File: config.mk
export PLATFORM = sky130hd
export DESIGN_NAME = trps_fifo
export DESIGN_NICKNAME = d
export VERILOG_FILES = /design/src/hdl/trps_pkg.sv /design/src/hdl/trps_fifo.sv
export SDC_FILE = /design/constraint.sdc
export NUM_CORES = 1
export LEC_CHECK = 0
export ABC_AREA = 1
export BUFFER_PORTS_ARGS = -buffer_cell sky130_fd_sc_hd__buf_2
export CAP_MARGIN = 5
export CORE_ASPECT_RATIO = 1.25
export CORE_MARGIN = 8
export CORE_UTILIZATION = 40
export CTS_CLUSTER_SIZE = 40
export DETAILED_ROUTE_END_ITERATION = 12
export HOLD_SLACK_MARGIN = 0.12
export PLACE_DENSITY = 0.66
export SLEW_MARGIN = 20
export SYNTH_ARGS = -nofsm -noshare
export SYNTH_HDL_FRONTEND = slang
export SYNTH_SLANG_ARGS = --single-unit
File: constraint.sdc
create_clock -name clk -period 1.8 [get_ports clk]
set_input_delay 0.36 -clock clk [delete_from_list [all_inputs] [get_ports clk]]
set_output_delay 0.36 -clock clk [all_outputs]
set_load 0.03 [all_outputs]
File: src/hdl/trps_pkg.sv
// Shared constants, types and register codes of the trapezoidal pulse shaper.
// No dependencies.
`default_nettype none

package trps_pkg;

  localparam int MAX_DELAY   = 512;
  localparam int SAMPLE_BITS = 16;
  localparam int IN_W        = 16;
  localparam int LINE_DEPTH  = 2 * MAX_DELAY;
  localparam int ADDR_W      = $clog2(LINE_DEPTH);
  localparam int DIST_W      = ADDR_W + 1;

  localparam int LEN_W = 10;
  localparam int M_W   = 24;
  localparam int G_W   = 24;
  localparam int Y_W   = 32;
  localparam int P_W   = 40;
  localparam int S_W   = 56;

  localparam int DIFF_W = SAMPLE_BITS + 2;
  localparam int PROD_W = DIFF_W + M_W + 1;
  localparam int INC_W  = P_W + 9;
  localparam int HI_W   = S_W - 32;
  localparam int MHI_W  = HI_W + G_W + 1;
  localparam int MLO_W  = 32 + G_W;

  localparam int FIFO_DEPTH = 2;
  localparam int FIFO_AW    = $clog2(FIFO_DEPTH);

  localparam int CFG_IDX_W  = 3;
  localparam int CFG_DATA_W = 24;

  localparam logic [CFG_IDX_W-1:0] CFG_RISE  = 3'd0;
  localparam logic [CFG_IDX_W-1:0] CFG_GAP   = 3'd1;
  localparam logic [CFG_IDX_W-1:0] CFG_DECAY = 3'd2;
  localparam logic [CFG_IDX_W-1:0] CFG_STEP  = 3'd3;
  localparam logic [CFG_IDX_W-1:0] CFG_GAIN  = 3'd4;

  localparam logic [LEN_W-1:0] RISE_RST  = 10'd16;
  localparam logic [LEN_W-1:0] GAP_RST   = 10'd32;
  localparam logic [M_W-1:0]   DECAY_RST = 24'd25600;
  localparam logic [G_W-1:0]   GAIN_RST  = 24'd16384;

  typedef struct packed {
    logic [LEN_W-1:0] rise;
    logic [LEN_W-1:0] gap;
    logic [M_W-1:0]   decay;
    logic             step;
    logic [G_W-1:0]   gain;
  } cfg_t;

  typedef struct packed {
    logic signed [DIFF_W-1:0] diff;
    logic                     sor;
  } op_t;

endpackage

`default_nettype wire

File: src/hdl/trps_fifo.sv
// Short queue of tap differences between the front end and the shaper core.
// Depends on trps_pkg.
`default_nettype none

module trps_fifo (
  input  logic           clk,
  input  logic           rst_n,
  input  logic           push_valid,
  output logic           push_ready,
  input  trps_pkg::op_t  push_op,
  output logic           pop_valid,
  input  logic           pop_ready,
  output trps_pkg::op_t  pop_op
);

  localparam int AW = trps_pkg::FIFO_AW;

  trps_pkg::op_t  entry [trps_pkg::FIFO_DEPTH];
  logic [AW-1:0]  wr_r, wr_nxt;
  logic [AW-1:0]  rd_r, rd_nxt;
  logic [AW:0]    count_r, count_nxt;
  logic           do_push, do_pop;

  assign push_ready = (count_r != (AW+1)'(trps_pkg::FIFO_DEPTH));
  assign pop_valid  = (count_r != '0);
  assign do_push    = push_valid && push_ready;
  assign do_pop     = pop_valid && pop_ready;
  assign pop_op     = entry[rd_r];

  always_comb begin
    wr_nxt    = do_push ? wr_r + 1'b1 : wr_r;
    rd_nxt    = do_pop ? rd_r + 1'b1 : rd_r;
    count_nxt = count_r;
    if (do_push && !do_pop) begin
      count_nxt = count_r + 1'b1;
    end else if (do_pop && !do_push) begin
      count_nxt = count_r - 1'b1;
    end
  end

  always_ff @(posedge clk) begin
    if (!rst_n) begin
      wr_r    <= '0;
      rd_r    <= '0;
      count_r <= '0;
    end else begin
      wr_r    <= wr_nxt;
      rd_r    <= rd_nxt;
      count_r <= count_nxt;
    end
  end

  always_ff @(posedge clk) begin
    if (do_push) begin
      entry[wr_r] <= push_op;
    end
  end

endmodule

`default_nettype wire

==> results of run 1 <==
-- routing by layer --
metal | share of wire [%] | track usage, % | vias up
met5 | 0 | 0 | -
met1 | 40 | 9.249 | 433
met2 | 51 | 16.32 | 32
met3 | 7.4 | 4.238 | 4
met4 | 1.2 | 4.372 | 0
li1 | - | - | 449
-- layout make-up --
type                            count  area [µm²]
Tap cell                           56       70.07
Clock buffer                        6       72.57
Clock inverter                      1       30.03
Fill cell                         370        1958
Timing Repair Buffer               48       265.3
Sequential cell                    43        1241
Inverter                            8       30.03
Multi-Input combinational cell     43       366.6
-- sequential cells by signal, indices dropped and copies added (netlist names), named ones only --
name,count
entry,38
count_r,2
rd_r,1
wr_r,1
-- metrics by stage --
| stage | instance area [µm²] | util [%] | TNS (ps) | cells | power [mW] |
|---|---|---|---|---|---|
| 6_report | 2076 | 51.46 | 0 | 205 | 3.025 |
| 5_1_grt | 2076 | 51.46 | 0 | 205 | 3.183 |
| 4_1_cts | 2076 | 51.46 | 0 | 205 | 3.073 |
| 3_5_place_dp | 1973 | 48.91 | 0 | 198 | 2.375 |
| 3_3_place_gp | 1973 | 48.91 | 0 | 198 | 2.332 |
| 2_1_floorplan | 1664 | - | -8624 | 96 | 2.101 |
-- final timing paths --
check,slack [ps],cells past startpoint,start,to
worst min-delay path,260,1,push_op[16],entry[0][16]$_DFFE_PP_
worst max-delay path,80,3,flop,pop_op[9]
worst min register to register,530,2,wr_r$_SDFFE_PN0P_,wr_r$_SDFFE_PN0P_
worst max register to register,320,5,count_r[0]$_SDFFE_PN0P_,entry[1][7]$_DFFE_PP_
-- where the power goes --
group | switching [mW] | internal (mW)
Combinational | 0.632 | 0.384
Sequential | 0.0525 | 1.26
Clock | 0.286 | 0.406
-- cell families (layout without fill, tap and decap cells) --
kind of cell / count (synthesis) / after routing
AOI/OAI and AO/OA: 4 / 4
adders and majority gates: 1 / 1
buffers and inverters: 10 / 63
DFF: 43 / 43
muxes: 19 / 19
and+or+nand+nor: 19 / 19
-- layout by cell type, fill, tap and decap left out, drive strengths merged, types with 2 or more instances in the layout --
master and n:
o21ai 2, dfxtp 5, nor2 8, edfxtp 38, clkbuf 6, mux2 19
inv 8, nand2 9, buf 48
==> flow_metrics.tcl, run 1 <==
set metrics [dict create \
    antenna_cells 0 \
    holdBufCountCts 0 \
    hold_class "input pin to flop" \
    max_freq_ghz 0.5809 \
    setup_ws_ps 78.53 \
    crit_path_max_fanout 10 \
    io_buffers 43 \
    hold_slack_ps 260.9 \
    grt_pass1_vias 1003 \
    synth_xor_area_share_pct 0 \
    start_util_pct 41.25 \
    clock_latency_ps 280 \
    synth_compound_area_share_pct 1.353 \
    grtUsageTotal_pct 9.393 \
    fp.dieH_um 88.12 \
    hpwl_mm 2.179 \
    synth_edf_count 38 \
    ys_types 15 \
    area_growth_pct 24.74 \
    synth_area_leaders "edfxtp_1, mux2_4, mux2_2, dfxtp_1, nand2_1" \
    power.leakage_nw 0.8382 \
    ys_top_cells_by_count "edfxtp_1, mux2_4, mux2_2, nand2_1" \
    min_period_over_period_pct 95.64 \
    rsz0062_at_grt "no" \
    num_io_pins 44 \
    clk_path_buf_depth 2 \
    maxCapViolCount 0 \
    worstMarginPinSlew_ps 322.6 \
    cp_slowest_cell "mux2_2" \
    cts_tree "built" \
    totalWireLength_mm 2.876 \
    detail_route.wl_per_cell_um 14.03 \
    crit_family "buffers and inverters" \
    path_clk_slew_ps 70 \
    syn-num-nets 120 \
    synth_flop_cell "edfxtp_1" \
    final-max-slew-violation-count 0 \
    status "finished clean" \
    die_w_um 73.69 \
    irDropWorstVdd_mv 1.020 \
    cts_setup_buffers 0 \
    period_minus_slack_ps 1721 \
    max_stage_delay_ps 350 \
    relSlewSlack_pct 78.47 \
    crit_path_start_kind "flop" \
    crit_chain "buf_4 > mux2_2 > buf_2" \
    antenna_found_initial 0 \
    synth_top_family_by_area "multiplexers" \
    avgViaCountPerCell 4.478 \
    critPathBufInv 2 \
    place_ws_ps 313.3 \
    synth_area_um2 1664 \
    core-area_um2 4034 \
    synth_fa_ha_area_share_pct 0.7519 \
    syn_inst 96 \
    rows 26 \
    vias 918 \
    synth-seq-cells 43 \
    setup_viol 0 \
    cts.sinks 43 \
    gp_congestion 0.6658 \
    synth_top_area_share_pct 68.57 \
    hold_violations 0 \
    final_antenna_net_count 0 \
    required_ps 1440 \
    fin_nets 173 \
    grt_pass1_wl_mm 4.491 \
    seq_area_frac_synth_pct 74.59 \
    pwr_density_cell_nw_per_um2 1457 \
    yosysWarnings 0 \
    crit_arrival_ps 1360 \
    first_iter_violations 30 \
    muxShareOfSynthArea_pct 15.11 \
    drive_gt1_share_pct 50.34 \
    yosys.area_share.simple_pct 4.511 \
    cts-resized-gates 0 \
    synth.most_common_cell "edfxtp_1" \
    cp-end-kind "primary output" \
    netlist.top_cell.by_area "edfxtp_1" \
    avgSynthCellArea_um2 17.33 \
    dieArea_um2 6493 \
    timing_worst_setup_path_type "flop to primary output" \
    dr.pass1.iters 4 \
    skew_ps 7.916 \
    postSynth.asyncResetShare_pct 0 \
    drc 0 \
    grt_max_degree 16 \
    overflow 0 \
    cts_buffers 5 \
    root_buffer "clkbuf_8" \
    h-tree-depth 2 \
]
No activity file was read; power rests on OpenSTA's default activity.
==> inputs of run 2 (changes only) <==
Settings changed: BUFFER_PORTS_ARGS -buffer_cell sky130_fd_sc_hd__buf_2 to unset, DONT_BUFFER_PORTS set to 1, PLACE_DENSITY 0.66 to 0.52, RECOVER_POWER set to 50.
==> run 2 against run 1 <==
Count of clock-buffer cells in the layout is 1 higher; largest cell class unchanged; maximum frequency is 5.0% higher; power is 8.9% lower; non-clock buffer count is 41 lower; sequential power hardly changed; clock skew is 5.2 ps lower; critical endpoint is now pop_op[8]; worst hold slack worse by 92 ps; critical path type unchanged; sequential cell count stayed put; final area is 12% lower.
==> flow_metrics.tcl, run 2 (synthesis results as in run 1) <==
set metrics [dict create \
    status "finished clean" \
    hold_class "input pin to flop" \
    dr.pass1.iters 4 \
    first_iter_violations 27 \
    final_cell_mix "edfxtp_1, mux2_4, nand2_1, mux2_2, inv_1" \
    cts.sinks 43 \
    critPathBufInv 1 \
    fp.dieH_um 88.12 \
    drc 0 \
    required_ps 1440 \
    rsz0062_at_grt "no" \
    fin_cells 165 \
    io_buffers 0 \
    clk_path_buf_depth 2 \
    max_stage_delay_ps 430 \
    pwr_density_cell_nw_per_um2 1503 \
    final_antenna_net_count 0 \
    hold_violations 0 \
    final-max-slew-violation-count 0 \
    hold_slack_ps 169.1 \
    regArea_um2 1242 \
    path_clk_slew_ps 70 \
    utilization_pct 45.47 \
    maxCapViolCount 0 \
    multi_input_area_um2 364.1 \
    largest_register_ffs 38 \
    h-tree-depth 2 \
    period_minus_slack_ps 1639 \
    fillers 383 \
    grtUsageTotal_pct 9.134 \
    vias 767 \
    antenna_found_initial 0 \
    max_freq_ghz 0.6102 \
    hold_start "push_op[14]" \
    top_regs "entry x38, count_r x2" \
    irDropWorstVdd_mv 0.6943 \
    avgViaCountPerCell 4.648 \
    core-area_um2 4034 \
    clock_latency_ps 280 \
    grt_max_degree 13 \
    grt_pass1_wl_mm 4.236 \
    cp-end-kind "primary output" \
    crit_path_max_fanout 7 \
    min_period_over_period_pct 91.05 \
    rows 26 \
    cp_slowest_cell "mux2_2" \
    largest_register "entry" \
    overflow 0 \
    gp_congestion 0.6206 \
    hpwl_mm 2.068 \
    die_w_um 73.69 \
    relSlewSlack_pct 64.93 \
    cts_tree "built" \
    skew_ps 2.750 \
    dieArea_um2 6493 \
    detail_route.wl_per_cell_um 16.79 \
    power.leakage_nw 0.6622 \
    cts_buffers 5 \
    r2r-start "count_r[0]$_SDFFE_PN0P_" \
    post-place-cells 157 \
    crit_path_start_kind "flop" \
    root_buffer "clkbuf_8" \
    worstMarginPinSlew_ps 526.0 \
    cts_setup_buffers 0 \
    crit_chain "buf_4 > mux2_2" \
    totalWireLength_mm 2.771 \
    timing_worst_setup_path_type "flop to primary output" \
    fin_nets 132 \
    num_io_pins 44 \
    crit_arrival_ps 1280 \
    area_growth_pct 10.23 \
    drive_gt1_share_pct 30.28 \
    final_common_cell "edfxtp_1" \
    setup_viol 0 \
    start_util_pct 41.25 \
    grt_pass1_vias 841 \
    crit_family "multiplexers" \
    antenna_cells 0 \
]
## run 2: changes by cell type in the layout (fill, tap and decap cells not counted), sizes merged
cell and delta:
buf -43, clkinv +1, clkbuf +3, bufinv -1
## run 2: metrics by stage
stage	setup TNS [ps]	power (mW)	setup slack, ps	area, µm²
2_1_floorplan	-8624	2.101	-227.0	1664
3_3_place_gp	0	2.213	400.3	1760
3_5_place_dp	0	2.251	265.0	1760
4_1_cts	0	2.808	47.86	1842
5_1_grt	0	2.901	71.58	1834
6_report	0	2.757	161.1	1834
## run 2: layer usage
metal	part of all wire (%)	track usage (%)	routed length, µm
met3	9.3	4.926	257
met2	52	14.94	1446
met1	37	9.047	1017
met5	0	0	0
met4	1.8	4.918	49
## run 2: worst reg2reg max path, cell delays in order (launching register included)
cell      delay [ps]
dfxtp_1          350
inv_1             90
nand2_1           90
nand2_1          120
nor2_1           150
clkbuf_1         440
## run 2: what timing repair did
| action | 4_1_cts | 5_1_grt |
|---|---|---|
| hold buffers | 0 | 0 |
| setup endpoints to repair | 0 | 2 |
| gates resized for setup | 0 | 1 |
## run 2: path summary, 6_finish.rpt
path	endpoint	slack, ps	cells past startpoint
max	pop_op[8]	160	2
min	entry[1][14]$_DFFE_PP_	170	0
max reg2reg	entry[0][15]$_DFFE_PP_	200	5
min reg2reg	wr_r$_SDFFE_PN0P_	520	2
## run 2: layout make-up
cell class | instances | share of cell area [%]
multi-input cells | 43 | 19.85
clock inverters | 1 | 0.2729
repair buffers | 7 | 2.524
clock buffers | 7 | 4.161
inverters | 8 | 1.637
well taps | 56 | 3.820
flip-flops and latches | 43 | 67.74
## run 2: report_power, final
group | internal (mW) | total (mW) | switching [mW]
clock | 0.272 | 0.557 | 0.285
combinational | 0.279 | 0.872 | 0.593
sequential | 1.27 | 1.33 | 0.0608
